### config.mk
export PLATFORM = sky130hd
export DESIGN_NAME = detection_persistence_tracker_core
export DESIGN_NICKNAME = d
export VERILOG_FILES = /design/src/design/dpt_pkg.sv /design/src/design/dpt_ram.sv /design/src/design/dpt_ctrl.sv /design/src/design/dpt_datapath.sv /design/src/design/detection_persistence_tracker_core.sv
export SDC_FILE = /design/constraint.sdc
export NUM_CORES = 2
export LEC_CHECK = 0
export CORE_MARGIN = 4
export CORE_UTILIZATION = 40
export DETAILED_ROUTE_END_ITERATION = 8
export DONT_BUFFER_PORTS = 1
export PLACE_DENSITY = 0.59
export REMOVE_ABC_BUFFERS = 1
export SLEW_MARGIN = 10
export SYNTH_ARGS = -nofsm -noshare
export SYNTH_HDL_FRONTEND = slang
export SYNTH_HIERARCHICAL = 1
export SYNTH_SLANG_ARGS = --single-unit
### constraint.sdc
create_clock -name clock -period 7.9 [get_ports clock]
set_input_delay 0.79 -clock clock [delete_from_list [all_inputs] [get_ports clock]]
set_output_delay 0.79 -clock clock [all_outputs]
set_load 0.05 [all_outputs]
### src/design/dpt_pkg.sv
package dpt_pkg;

   localparam int COORD_BITS     = 12;
   localparam int HIT_BITS       = 3;
   localparam int FRAME_BITS     = 8;
   localparam int RADIUS_BITS    = 12;
   localparam int CSR_INDEX_BITS = 2;
   localparam int CSR_DATA_BITS  = 12;
   localparam int SQ_BITS        = 2 * COORD_BITS;
   localparam int D2_BITS        = SQ_BITS + 1;
   localparam int R2_BITS        = 2 * RADIUS_BITS;

   // register indexes
   localparam logic [CSR_INDEX_BITS-1:0] CSR_MATCH_RADIUS     = 2'd0;
   localparam logic [CSR_INDEX_BITS-1:0] CSR_FRAMES_PER_DECAY = 2'd1;
   localparam logic [CSR_INDEX_BITS-1:0] CSR_HIT_CAP          = 2'd2;
   localparam logic [CSR_INDEX_BITS-1:0] CSR_MIN_HITS         = 2'd3;

   localparam logic [RADIUS_BITS-1:0] MATCH_RADIUS_RESET     = 12'd100;
   localparam logic [FRAME_BITS-1:0]  FRAMES_PER_DECAY_RESET = 8'd6;
   localparam logic [HIT_BITS-1:0]    HIT_CAP_RESET          = 3'd6;
   localparam logic [HIT_BITS-1:0]    MIN_HITS_RESET         = 3'd1;

   localparam logic [HIT_BITS-1:0] FIRST_HITS = 3'd1;

   localparam logic ACTION_DETECT    = 1'b0;
   localparam logic ACTION_FRAME_END = 1'b1;

   typedef struct packed {
      logic                  action;
      logic [COORD_BITS-1:0] point_x;
      logic [COORD_BITS-1:0] point_y;
   } req_word_type;

   typedef struct packed {
      logic [COORD_BITS-1:0] best_x;
      logic [COORD_BITS-1:0] best_y;
      logic                  dropped;
   } rsp_word_type;

   typedef struct packed {
      logic [COORD_BITS-1:0] x;
      logic [COORD_BITS-1:0] y;
      logic [HIT_BITS-1:0]   hits;
   } entry_type;

   typedef struct packed {
      logic load;
      logic run;
      logic commit_det;
      logic commit_frame;
   } ctrl_cmd_type;

   typedef struct packed {
      logic frame_end;
      logic decay_due;
      logic scan_done;
   } dp_status_type;

endpackage

### src/design/dpt_ram.sv
module dpt_ram #(
   parameter int WIDTH = 8,
   parameter int DEPTH = 16
) (
   input  logic                     clock,
   input  logic                     wr_en,
   input  logic [$clog2(DEPTH)-1:0] wr_addr,
   input  logic [WIDTH-1:0]         wr_data,
   input  logic [$clog2(DEPTH)-1:0] rd_addr,
   output logic [WIDTH-1:0]         rd_data
);

   logic [WIDTH-1:0] mem_ff [DEPTH];
   logic [WIDTH-1:0] rd_data_ff;

   always_ff @(posedge clock) begin
      if (wr_en) begin
         mem_ff[wr_addr] <= wr_data;
      end
      rd_data_ff <= mem_ff[rd_addr];
   end

   assign rd_data = rd_data_ff;

endmodule

### src/design/dpt_ctrl.sv
module dpt_ctrl import dpt_pkg::*; (
   input  logic          clock,
   input  logic          reset,
   input  logic          start,
   input  dp_status_type status,
   output ctrl_cmd_type  cmd,
   output logic          busy,
   output logic          rsp_valid
);

   typedef enum logic [1:0] {
      IDLE,
      DISPATCH,
      SCAN
   } state_type;

   state_type state_ff, state_in;
   logic      rsp_valid_ff, rsp_valid_in;

   always_comb begin
      state_in     = state_ff;
      rsp_valid_in = 1'b0;
      cmd          = '0;
      case (state_ff)
         IDLE: begin
            if (start) begin
               cmd.load = 1'b1;
               state_in = DISPATCH;
            end
         end
         DISPATCH: begin
            // frame end without decay needs no pass over the table
            if (status.frame_end && !status.decay_due) begin
               cmd.commit_frame = 1'b1;
               rsp_valid_in     = 1'b1;
               state_in         = IDLE;
            end else begin
               state_in = SCAN;
            end
         end
         SCAN: begin
            cmd.run = 1'b1;
            if (status.scan_done) begin
               cmd.commit_frame = status.frame_end;
               cmd.commit_det   = !status.frame_end;
               rsp_valid_in     = 1'b1;
               state_in         = IDLE;
            end
         end
         default: begin
            state_in = IDLE;
         end
      endcase
   end

   always_ff @(posedge clock) begin
      if (reset) begin
         state_ff     <= IDLE;
         rsp_valid_ff <= 1'b0;
      end else begin
         state_ff     <= state_in;
         rsp_valid_ff <= rsp_valid_in;
      end
   end

   assign busy      = (state_ff != IDLE);
   assign rsp_valid = rsp_valid_ff;

endmodule

### src/design/dpt_datapath.sv
module dpt_datapath import dpt_pkg::*; #(
   parameter int ENTRIES = 16
) (
   input  logic                      clock,
   input  logic                      reset,
   input  logic                      csr_wr_en,
   input  logic [CSR_INDEX_BITS-1:0] csr_index,
   input  logic [CSR_DATA_BITS-1:0]  csr_wdata,
   input  req_word_type              req_word,
   input  ctrl_cmd_type              cmd,
   output dp_status_type             status,
   output rsp_word_type              rsp_word
);

   localparam int CNT_W = $clog2(ENTRIES + 1);
   localparam int IDX_W = $clog2(ENTRIES);

   // configuration
   logic [RADIUS_BITS-1:0] radius_ff;
   logic [FRAME_BITS-1:0]  fpd_ff;
   logic [HIT_BITS-1:0]    cap_ff;
   logic [HIT_BITS-1:0]    min_ff;
   logic [R2_BITS-1:0]     r2_ff;

   always_ff @(posedge clock) begin
      if (reset) begin
         radius_ff <= MATCH_RADIUS_RESET;
         fpd_ff    <= FRAMES_PER_DECAY_RESET;
         cap_ff    <= HIT_CAP_RESET;
         min_ff    <= MIN_HITS_RESET;
      end else if (csr_wr_en) begin
         case (csr_index)
            CSR_MATCH_RADIUS:     radius_ff <= csr_wdata[RADIUS_BITS-1:0];
            CSR_FRAMES_PER_DECAY: fpd_ff    <= csr_wdata[FRAME_BITS-1:0];
            CSR_HIT_CAP:          cap_ff    <= csr_wdata[HIT_BITS-1:0];
            CSR_MIN_HITS:         min_ff    <= csr_wdata[HIT_BITS-1:0];
            default: ;
         endcase
      end
   end

   always_ff @(posedge clock) begin
      r2_ff <= radius_ff * radius_ff;
   end

   // captured word
   req_word_type req_ff;

   always_ff @(posedge clock) begin
      if (cmd.load) begin
         req_ff <= req_word;
      end
   end

   logic is_frame;
   assign is_frame = (req_ff.action == ACTION_FRAME_END);

   // table state
   logic [CNT_W-1:0]      count_ff, count_in;
   logic [FRAME_BITS-1:0] frame_ff, frame_in;
   logic [FRAME_BITS-1:0] frame_next;
   logic                  decay_due;

   assign frame_next = frame_ff + 1'b1;
   assign decay_due  = (frame_next >= fpd_ff);

   // read sweep
   logic [CNT_W-1:0] rd_ff, rd_in;
   logic [CNT_W-1:0] wr_ff, wr_in;
   logic             rd_more, issue;
   logic             v1_ff, v2_ff;
   logic [IDX_W-1:0] i1_ff, i2_ff;

   assign rd_more = (rd_ff < count_ff);
   assign issue   = cmd.run && rd_more;

   // entry memory
   logic                 ram_we;
   logic [IDX_W-1:0]     ram_waddr;
   entry_type            ram_wdata;
   logic [$bits(entry_type)-1:0] ram_rdata;
   entry_type            rd_entry;

   dpt_ram #(
      .WIDTH ($bits(entry_type)),
      .DEPTH (ENTRIES)
   ) u_entry_ram (
      .clock   (clock),
      .wr_en   (ram_we),
      .wr_addr (ram_waddr),
      .wr_data (ram_wdata),
      .rd_addr (rd_ff[IDX_W-1:0]),
      .rd_data (ram_rdata)
   );

   assign rd_entry = entry_type'(ram_rdata);

   // stage 1: distance squares
   logic signed [COORD_BITS:0]    dx, dy;
   logic signed [2*COORD_BITS+1:0] dx_sq, dy_sq;

   assign dx    = $signed({1'b0, req_ff.point_x}) - $signed({1'b0, rd_entry.x});
   assign dy    = $signed({1'b0, req_ff.point_y}) - $signed({1'b0, rd_entry.y});
   assign dx_sq = dx * dx;
   assign dy_sq = dy * dy;

   logic [SQ_BITS-1:0]    sqx2_ff, sqy2_ff;
   logic [COORD_BITS-1:0] x2_ff, y2_ff;
   logic [HIT_BITS-1:0]   h2_ff;

   always_ff @(posedge clock) begin
      i2_ff   <= i1_ff;
      x2_ff   <= rd_entry.x;
      y2_ff   <= rd_entry.y;
      h2_ff   <= rd_entry.hits;
      sqx2_ff <= dx_sq[SQ_BITS-1:0];
      sqy2_ff <= dy_sq[SQ_BITS-1:0];
      i1_ff   <= rd_ff[IDX_W-1:0];
   end

   // stage 2: compare and track first match and best
   logic [D2_BITS-1:0]    d2;
   logic                  hit, first;
   logic [HIT_BITS-1:0]   cap, nh2, eff_h;
   logic [COORD_BITS-1:0] eff_x, eff_y;

   logic                  found_ff;
   logic [IDX_W-1:0]      m_ff;
   logic [HIT_BITS-1:0]   mh_ff;
   logic [HIT_BITS-1:0]   top_ff;
   logic [COORD_BITS-1:0] cand_x_ff, cand_y_ff;

   assign d2    = {1'b0, sqx2_ff} + {1'b0, sqy2_ff};
   assign hit   = (d2 <= D2_BITS'(r2_ff));
   assign cap   = (cap_ff == '0) ? FIRST_HITS : cap_ff;
   assign nh2   = (h2_ff < cap) ? HIT_BITS'(h2_ff + 1'b1) : cap;
   assign first = v2_ff && hit && !found_ff;
   assign eff_h = first ? nh2 : h2_ff;
   assign eff_x = first ? req_ff.point_x : x2_ff;
   assign eff_y = first ? req_ff.point_y : y2_ff;

   always_ff @(posedge clock) begin
      if (cmd.load) begin
         found_ff  <= 1'b0;
         top_ff    <= '0;
         cand_x_ff <= '0;
         cand_y_ff <= '0;
      end else if (v2_ff) begin
         if (first) begin
            found_ff <= 1'b1;
            m_ff     <= i2_ff;
            mh_ff    <= nh2;
         end
         if (eff_h > top_ff) begin
            top_ff    <= eff_h;
            cand_x_ff <= eff_x;
            cand_y_ff <= eff_y;
         end
      end
   end

   // decay compaction writes straight from the read data
   logic [HIT_BITS-1:0] dec_h;
   logic                dec_we;

   assign dec_h  = (rd_entry.hits == '0) ? '0 : HIT_BITS'(rd_entry.hits - 1'b1);
   assign dec_we = v1_ff && is_frame && (dec_h != '0);

   // detection commit
   logic                  full, append;
   logic [HIT_BITS-1:0]   fin_top;
   logic [COORD_BITS-1:0] fin_x, fin_y;
   logic                  pick_new;

   assign full     = (count_ff == CNT_W'(ENTRIES));
   assign append   = !found_ff && !full;
   assign pick_new = append && (top_ff == '0);
   assign fin_top  = pick_new ? FIRST_HITS : top_ff;
   assign fin_x    = pick_new ? req_ff.point_x : cand_x_ff;
   assign fin_y    = pick_new ? req_ff.point_y : cand_y_ff;

   always_comb begin
      ram_we    = 1'b0;
      ram_waddr = wr_ff[IDX_W-1:0];
      ram_wdata = '{x: rd_entry.x, y: rd_entry.y, hits: dec_h};
      if (dec_we) begin
         ram_we = 1'b1;
      end else if (cmd.commit_det && found_ff) begin
         ram_we    = 1'b1;
         ram_waddr = m_ff;
         ram_wdata = '{x: req_ff.point_x, y: req_ff.point_y, hits: mh_ff};
      end else if (cmd.commit_det && append) begin
         ram_we    = 1'b1;
         ram_waddr = count_ff[IDX_W-1:0];
         ram_wdata = '{x: req_ff.point_x, y: req_ff.point_y, hits: FIRST_HITS};
      end
   end

   always_comb begin
      rd_in    = rd_ff;
      wr_in    = wr_ff;
      count_in = count_ff;
      frame_in = frame_ff;
      if (cmd.load) begin
         rd_in = '0;
         wr_in = '0;
      end else begin
         if (issue) begin
            rd_in = rd_ff + 1'b1;
         end
         if (dec_we) begin
            wr_in = wr_ff + 1'b1;
         end
      end
      if (cmd.commit_det && append) begin
         count_in = count_ff + 1'b1;
      end
      if (cmd.commit_frame) begin
         if (decay_due) begin
            count_in = wr_ff;
            frame_in = '0;
         end else begin
            frame_in = frame_next;
         end
      end
   end

   logic [COORD_BITS-1:0] best_x_ff, best_y_ff;
   logic                  dropped_ff;

   always_ff @(posedge clock) begin
      if (reset) begin
         count_ff   <= '0;
         frame_ff   <= '0;
         rd_ff      <= '0;
         wr_ff      <= '0;
         v1_ff      <= 1'b0;
         v2_ff      <= 1'b0;
         best_x_ff  <= '0;
         best_y_ff  <= '0;
         dropped_ff <= 1'b0;
      end else begin
         count_ff <= count_in;
         frame_ff <= frame_in;
         rd_ff    <= rd_in;
         wr_ff    <= wr_in;
         v1_ff    <= issue;
         v2_ff    <= v1_ff && !is_frame;
         if (cmd.commit_det) begin
            dropped_ff <= !found_ff && full;
            if (fin_top > min_ff) begin
               best_x_ff <= fin_x;
               best_y_ff <= fin_y;
            end else begin
               best_x_ff <= '0;
               best_y_ff <= '0;
            end
         end else if (cmd.commit_frame) begin
            dropped_ff <= 1'b0;
         end
      end
   end

   assign status.frame_end = is_frame;
   assign status.decay_due = decay_due;
   assign status.scan_done = !rd_more && !v1_ff && !v2_ff;

   assign rsp_word.best_x  = best_x_ff;
   assign rsp_word.best_y  = best_y_ff;
   assign rsp_word.dropped = dropped_ff;

endmodule

### src/design/detection_persistence_tracker_core.sv
// Detection persistence tracker.
// Input: a word is taken on a clock edge with start high and busy low. Its
// action is either a detection point (point_x, point_y) or a frame end.
// Output: exactly one word per input, shown on rsp_word for one cycle with
// rsp_valid high; it carries the current best point and the dropped flag.
// The receiver cannot hold results off, and the block holds no more than
// the one result register.
// Flow: a detection is loaded, dispatched and then scanned, with one read of
// the entry memory per cycle over the stored entries feeding a two-stage
// distance pipe. A frame end with no decay due is committed straight from
// dispatch; one that triggers a decay sweeps the memory once and compacts it
// in place. One word is in flight at a time; busy drops in the strobe cycle,
// so the next start may be taken then. Registers are written through
// csr_wr_en/csr_index/csr_wdata; the user must write them only while idle,
// as the block itself does not enforce it.
// Reset (synchronous) empties the table, clears the frame counter and best
// point and loads the register defaults; no memory clearing pass is run.
module detection_persistence_tracker_core import dpt_pkg::*; #(
   parameter int ENTRIES = 16
) (
   input  logic                      clock,
   input  logic                      reset,
   input  logic                      start,
   output logic                      busy,
   input  req_word_type              req_word,
   output logic                      rsp_valid,
   output rsp_word_type              rsp_word,
   input  logic                      csr_wr_en,
   input  logic [CSR_INDEX_BITS-1:0] csr_index,
   input  logic [CSR_DATA_BITS-1:0]  csr_wdata
);

   ctrl_cmd_type  cmd;
   dp_status_type status;

   dpt_ctrl u_ctrl (
      .clock     (clock),
      .reset     (reset),
      .start     (start),
      .status    (status),
      .cmd       (cmd),
      .busy      (busy),
      .rsp_valid (rsp_valid)
   );

   dpt_datapath #(
      .ENTRIES (ENTRIES)
   ) u_datapath (
      .clock     (clock),
      .reset     (reset),
      .csr_wr_en (csr_wr_en),
      .csr_index (csr_index),
      .csr_wdata (csr_wdata),
      .req_word  (req_word),
      .cmd       (cmd),
      .status    (status),
      .rsp_word  (rsp_word)
   );

endmodule

==> Yosys cells after proc, flatten, opt, wreduce, memory -nomap -nowiden <==
Memories as Yosys holds them, arrays and structs flattened. A register that Yosys moved wholly into a read port is not among the register bits.
Cells that the tools add are included.
Widths: inputs -> output; s select.
{ "word_totals": {"register_bits": 246, "mem_bits_rw": 432, "inputBits": 43, "memories": 1} }
{ "op_classes": {"addsub": 9, "mul": 3, "magnitude_cmp": 6, "n_eq_ne": 8, "n_mux": 40, "bitwise_logic": 1, "reduce_logical": 38} }
{ "mem_list": {"columns": ["name", "depth", "word_bits", "read_ports", "rd_clocked_by_memory_dff", "write_ports", "line", "rtl"], "rows": [
  ["u_datapath.u_entry_ram.mem_ff", 16, 27, 1, 1, 1, "dpt_ram.sv:13", "logic [WIDTH-1:0] mem_ff [DEPTH];"]
]} }
{ "ops": {"columns": ["op", "n"], "rows": [
  ["$mux 27", 3],
  ["$mux 12", 6],
  ["$mul 13x13->24", 2],
  ["$sub 12x12->13", 2],
  ["$add 24x24->25", 1],
  ["$le 25x24->1", 1],
  ["$mul 12x12->24", 1],
  ["$add 5x1->5 const B", 3],
  ["$mux 3", 5],
  ["$mux 5", 3],
  ["$logic_and 1x1->1", 14],
  ["$reduce_and 2->1", 7],
  ["$mux 4", 3],
  ["$mux 1", 11],
  ["$mux 2", 5],
  ["$logic_not 3->1", 3],
  ["$add 8x1->8 const B", 1],
  ["$ge 8x8->1", 1],
  ["$mux 8", 1],
  ["$logic_not 1->1", 7],
  ["$eq 2x2->1 const B", 3],
  ["$gt 3x3->1", 2],
  ["$pmux 2 s3", 1],
  ["$eq 5x5->1 const B", 1],
  ["other kinds (13)", 18]
]} }

==> Depth between registers and ports, before layout <==
{ "logic_depth": {"depth_word": 12, "mapped_depth": 32, "mapped_depth_nobuf": 32} }

==> By module <==
The synthesis kept the hierarchy.
{ "by_module_without_submodules": {"columns": ["mod", "n_inst", "cells_per_inst", "area_per_inst_um2", "seq_area_each_um2"], "rows": [
  ["dpt_datapath", 1, 2746, 25124.1, 5124.9],
  ["dpt_ram", 1, 710, 16892.5, 13513.0],
  ["dpt_ctrl", 1, 28, 256.5, 60.1]
]} }

==> Least setup slack after synthesis <==
No wires, ideal clock.
{ "synth_path": {"path_type": "reg-to-reg", "startpoint": "reg u_datapath/req_ff[1] (netlist bit)", "endpoint": "reg u_datapath.sqy2_ff[22]", "setup_time_ps": 72, "arrival_time_ps": 7478, "t_required_ps": 7828, "path_slack_ps": 350, "path_stages_with_launch": 30, "period_less_slack_ps": 7550, "cell_sequence": "edfxtp_1 > ha_1 > nor2b_1 > o21ai_1 > a21boi_1 > o21ai_1 > a21oi_1 > o211a_1 > or2_1 > xnor2_1 > inv_2 > nand2_1 > fa_1 > fa_1 > inv_1 > fa_1 > fa_1 > fa_1 > inv_1 > fa_1 > inv_1 > ha_1 > a21boi_1 > a21boi_1 > a2111oi_0 > o31ai_1 > o41ai_1 > o21bai_1 > a21oi_1 > xnor2_1"} }
{ "synth_between": {"elab_chain_cells": 2} }
{ "synth_lines": {"columns": ["element", "line", "rtl"], "rows": [
  ["start: declaration", "dpt_datapath.sv:47", "req_word_type req_ff;"],
  ["start signal: assignment", "dpt_datapath.sv:51", "req_ff <= req_word;"],
  ["$sub 12x12->13", "dpt_datapath.sv:103", "assign dy = $signed({1'b0, req_ff.point_y}) - $signed({1'b0, rd_entry.y});"],
  ["$mul 13x13->24", "dpt_datapath.sv:105", "assign dy_sq = dy * dy;"],
  ["via u_datapath.dy_sq[22]", "dpt_datapath.sv:100", "logic signed [2*COORD_BITS+1:0] dx_sq, dy_sq;"],
  ["end signal: assignment", "dpt_datapath.sv:117", "sqy2_ff <= dy_sq[SQ_BITS-1:0];"],
  ["end: declaration", "dpt_datapath.sv:107", "logic [SQ_BITS-1:0] sqx2_ff, sqy2_ff;"]
]} }
The timed path passes the listed nets, and every way through them passes these cells.
A chain may end at the register's enable or synchronous reset.

==> Worst setup path in the final report <==
Same ends and word-level chain as after synthesis.

==> flow_summary.yaml <==
run_status:
  outcome: "completed"
yosys:
  syn_inst: 3484
  yosys.area.top_type: "edfxtp_1"
  netlist_top_cells_count: "inv_1, edfxtp_1, fa_1"
  synth_area_leaders: "edfxtp_1, fa_1, dfxtp_1, ha_1, mux4_2"
  synthDistinctLibCells: 82
  ys_seq_area_share_pct: 44.23
  ys_seq_elements: 702
  yosys_warnings: 6
  synth_top_area_share_pct: 32.96
  yosysMostFrequentCell: "inv_1"
  async_flop_share_pct: 0
  synth.cell_area_um2: 42270
  syn_area_per_cell_um2: 12.13
  synth_edf_count: 464
  yosys_most_used_dff: "edfxtp_1"
hold_path:
  min-delay-start: "reset"
  holdPathStages: 1
  holdPathEnd: "u_ctrl/state_ff[0]$_SDFFE_PP0P_"
  hold_path_class: "in2reg"
setup_path:
  worstPathMaxFanout: 5
  critPathLaunchType: "flip-flop"
  worst_ep_required_time_ns: 8.45
  arrival_ns: 8.06
  timing.critical_path.buf_inv: 5
  slowest_stage: "fa_1"
  slowest_delay_ns: 0.54
  end_kind: "flip-flop"
  r2r-end: "u_datapath/sqy2_ff[22]$_DFF_P_"
  rrSetupSlack_ns: 0.39
  r2r_start: "u_datapath/req_ff[1]$_DFFE_PP_"
  crit_family: "adder cells"
  ff2ff_path_depth: 30
  critPathKind: "reg2reg"
  path_common_cell: "fa_1"
layout:
  fin_nets: 4229
  drive_above_1_share_pct: 11.52
  area_growth_pct: 11.13
  stdcell_count: 5001
detailed_routing:
  via_per_inst: 5.066
  wire_per_inst_um: 19.40
  first_pass_iters: 7
  wirelength_um: 97040
  postRouteAntennaNets: 0
  drt_first_iter_violations: 1472
  route.detailed.drc: 0
  vias: 25330
clock_network:
  insertion_delay_ns: 0.64
  cts_hold_buf: 0
  cts_tree: "yes"
  ctsHtreeMaxLevel: 3
  cts-root-buf: "clkbuf_16"
  numCtsBuffers: 78
  clk_pin_slew_ns: 0.06
  clockBufferDepth: 3
  clock-sinks: 702
placement:
  dp_cells: 4847
  gp_congestion: 0.8428
  dp_hpwl_um: 67560
  io_buffers: 0
timing:
  clock_skew_ns: 0.03523
  slew_violations: 0
  hold_violations: 0
  min_period_ns: 7.508
  fin_crit_sh_pct: 95.04
  tightest_slew_ns: 1.049
  whs_ns: 0.2383
  slew_headroom_pct: 29.80
  max_freq_mhz: 133.2
  finalSetupViolCount: 0
grt:
  grt_max_degree: 72
  antenna_found_initial: 6
  grtUsageTotal_pct: 17.83
  grt_pass1_wl_um: 154200
  overflow: 0
  grt_pass1_vias: 26830
floorplan:
  std_cell_rows: 118
  die_h_um: 333.1
  die_w_um: 333.1
  start_util_pct: 40.56
  coreArea_um2: 104200
  boundaryPins: 70
  dieArea_um2: 110900
flow_run:
  maxCapViolations: 0
[per-layer routing]
metal / routed length [um] / global-route usage, %
met1: 41490 / 23.27
met2: 48170 / 30.75
met3: 4873 / 3.014
met4: 2489 / 5.068
met5: 21 / 0
[area by class of cell]
type,count,area (um2)
Tap cell,1380,1727
Timing Repair Buffer,96,733.2
Clock inverter,31,312.8
Clock buffer,114,2158
Antenna cell,2,5.005
Inverter,521,1956
Fill cell,9608,57260
Multi-Input combinational cell,2155,21380
Sequential cell,702,18710
[per-stage QoR]
step / setup WS (ns) / TNS (ns) / utilization, % / cell area, um2
finish: 0.3918 / 0 / 45.07 / 46980
global route: -0.04594 / -0.04594 / 45.06 / 46970
CTS: 0.1041 / 0 / 44.93 / 46830
detailed placement: 0.1378 / 0 / 42.56 / 44360
global placement: 0.2409 / 0 / 42.56 / 44360
floorplan: -2.526 / -1251.71 / - / 41780
[worst max path at each step]
stage	startpoint	to	slack [ns]	depth (start not counted)
finish	u_datapath/req_ff[1]$_DFFE_PP_	u_datapath/sqy2_ff[22]$_DFF_P_	0.39	30
detailed placement	u_datapath/req_ff[2]$_DFFE_PP_	u_datapath/sqy2_ff[22]$_DFF_P_	0.14	31
global placement	u_datapath/req_ff[2]$_DFFE_PP_	u_datapath/sqy2_ff[22]$_DFF_P_	0.24	29
floorplan	u_datapath/rd_ff[0]$_SDFFE_PP0P_	u_datapath/u_entry_ram/mem_ff[12][0]$_DFFE_PP_	-2.53	14
CTS	u_datapath/req_ff[2]$_DFFE_PP_	u_datapath/sqy2_ff[22]$_DFF_P_	0.10	31
global route	u_datapath/req_ff[1]$_DFFE_PP_	u_datapath/sqy2_ff[22]$_DFF_P_	-0.05	30
[state kept, by name (all words and copies together) (netlist names), 5 cells and up]
name                            flops
u_datapath/u_entry_ram/mem_ff     432
u_datapath/u_entry_ram/rd_data     27
u_datapath/req_ff                  24
u_datapath/r2_ff                   23
u_datapath/sqx2_ff                 23
u_datapath/sqy2_ff                 23
u_datapath/best_x_ff               12
u_datapath/best_y_ff               12
u_datapath/cand_x_ff               12
u_datapath/cand_y_ff               12
u_datapath/radius_ff               12
u_datapath/x2_ff                   12
u_datapath/y2_ff                   12
u_datapath/fpd_ff                   8
u_datapath/frame_ff                 8
u_datapath/count_ff                 5
u_datapath/rd_ff                    5
u_datapath/wr_ff                    5
[cell families after synthesis]
kind of cell,synth area share (%)
simple gates,8.320
xor+xnor,3.022
compound gates,6.935
buf+inv,5.795
flops,44.23
other cells,0.008871
fa+ha+maj,24.83
mux,6.855
[what timing repair did]
item / 4_1_cts / 5_1_grt
setup buffers: 0 / 7
endpoints found under the setup margin: 0 / 7
gates resized for setup: 0 / 20
[layout by cell type, fill, tap and decap left out, drive strengths merged, types with 103 or more instances in the layout]
cell type  count
a21oi        141
clkbuf       114
dfxtp        238
edfxtp       464
fa           345
ha           287
inv          525
mux4         108
nand2        270
nor2         257
xnor2        103
Power is left out: the tool's default activity adds up to more than one toggle a clock period on the data nets, which glitch-free logic cannot reach.
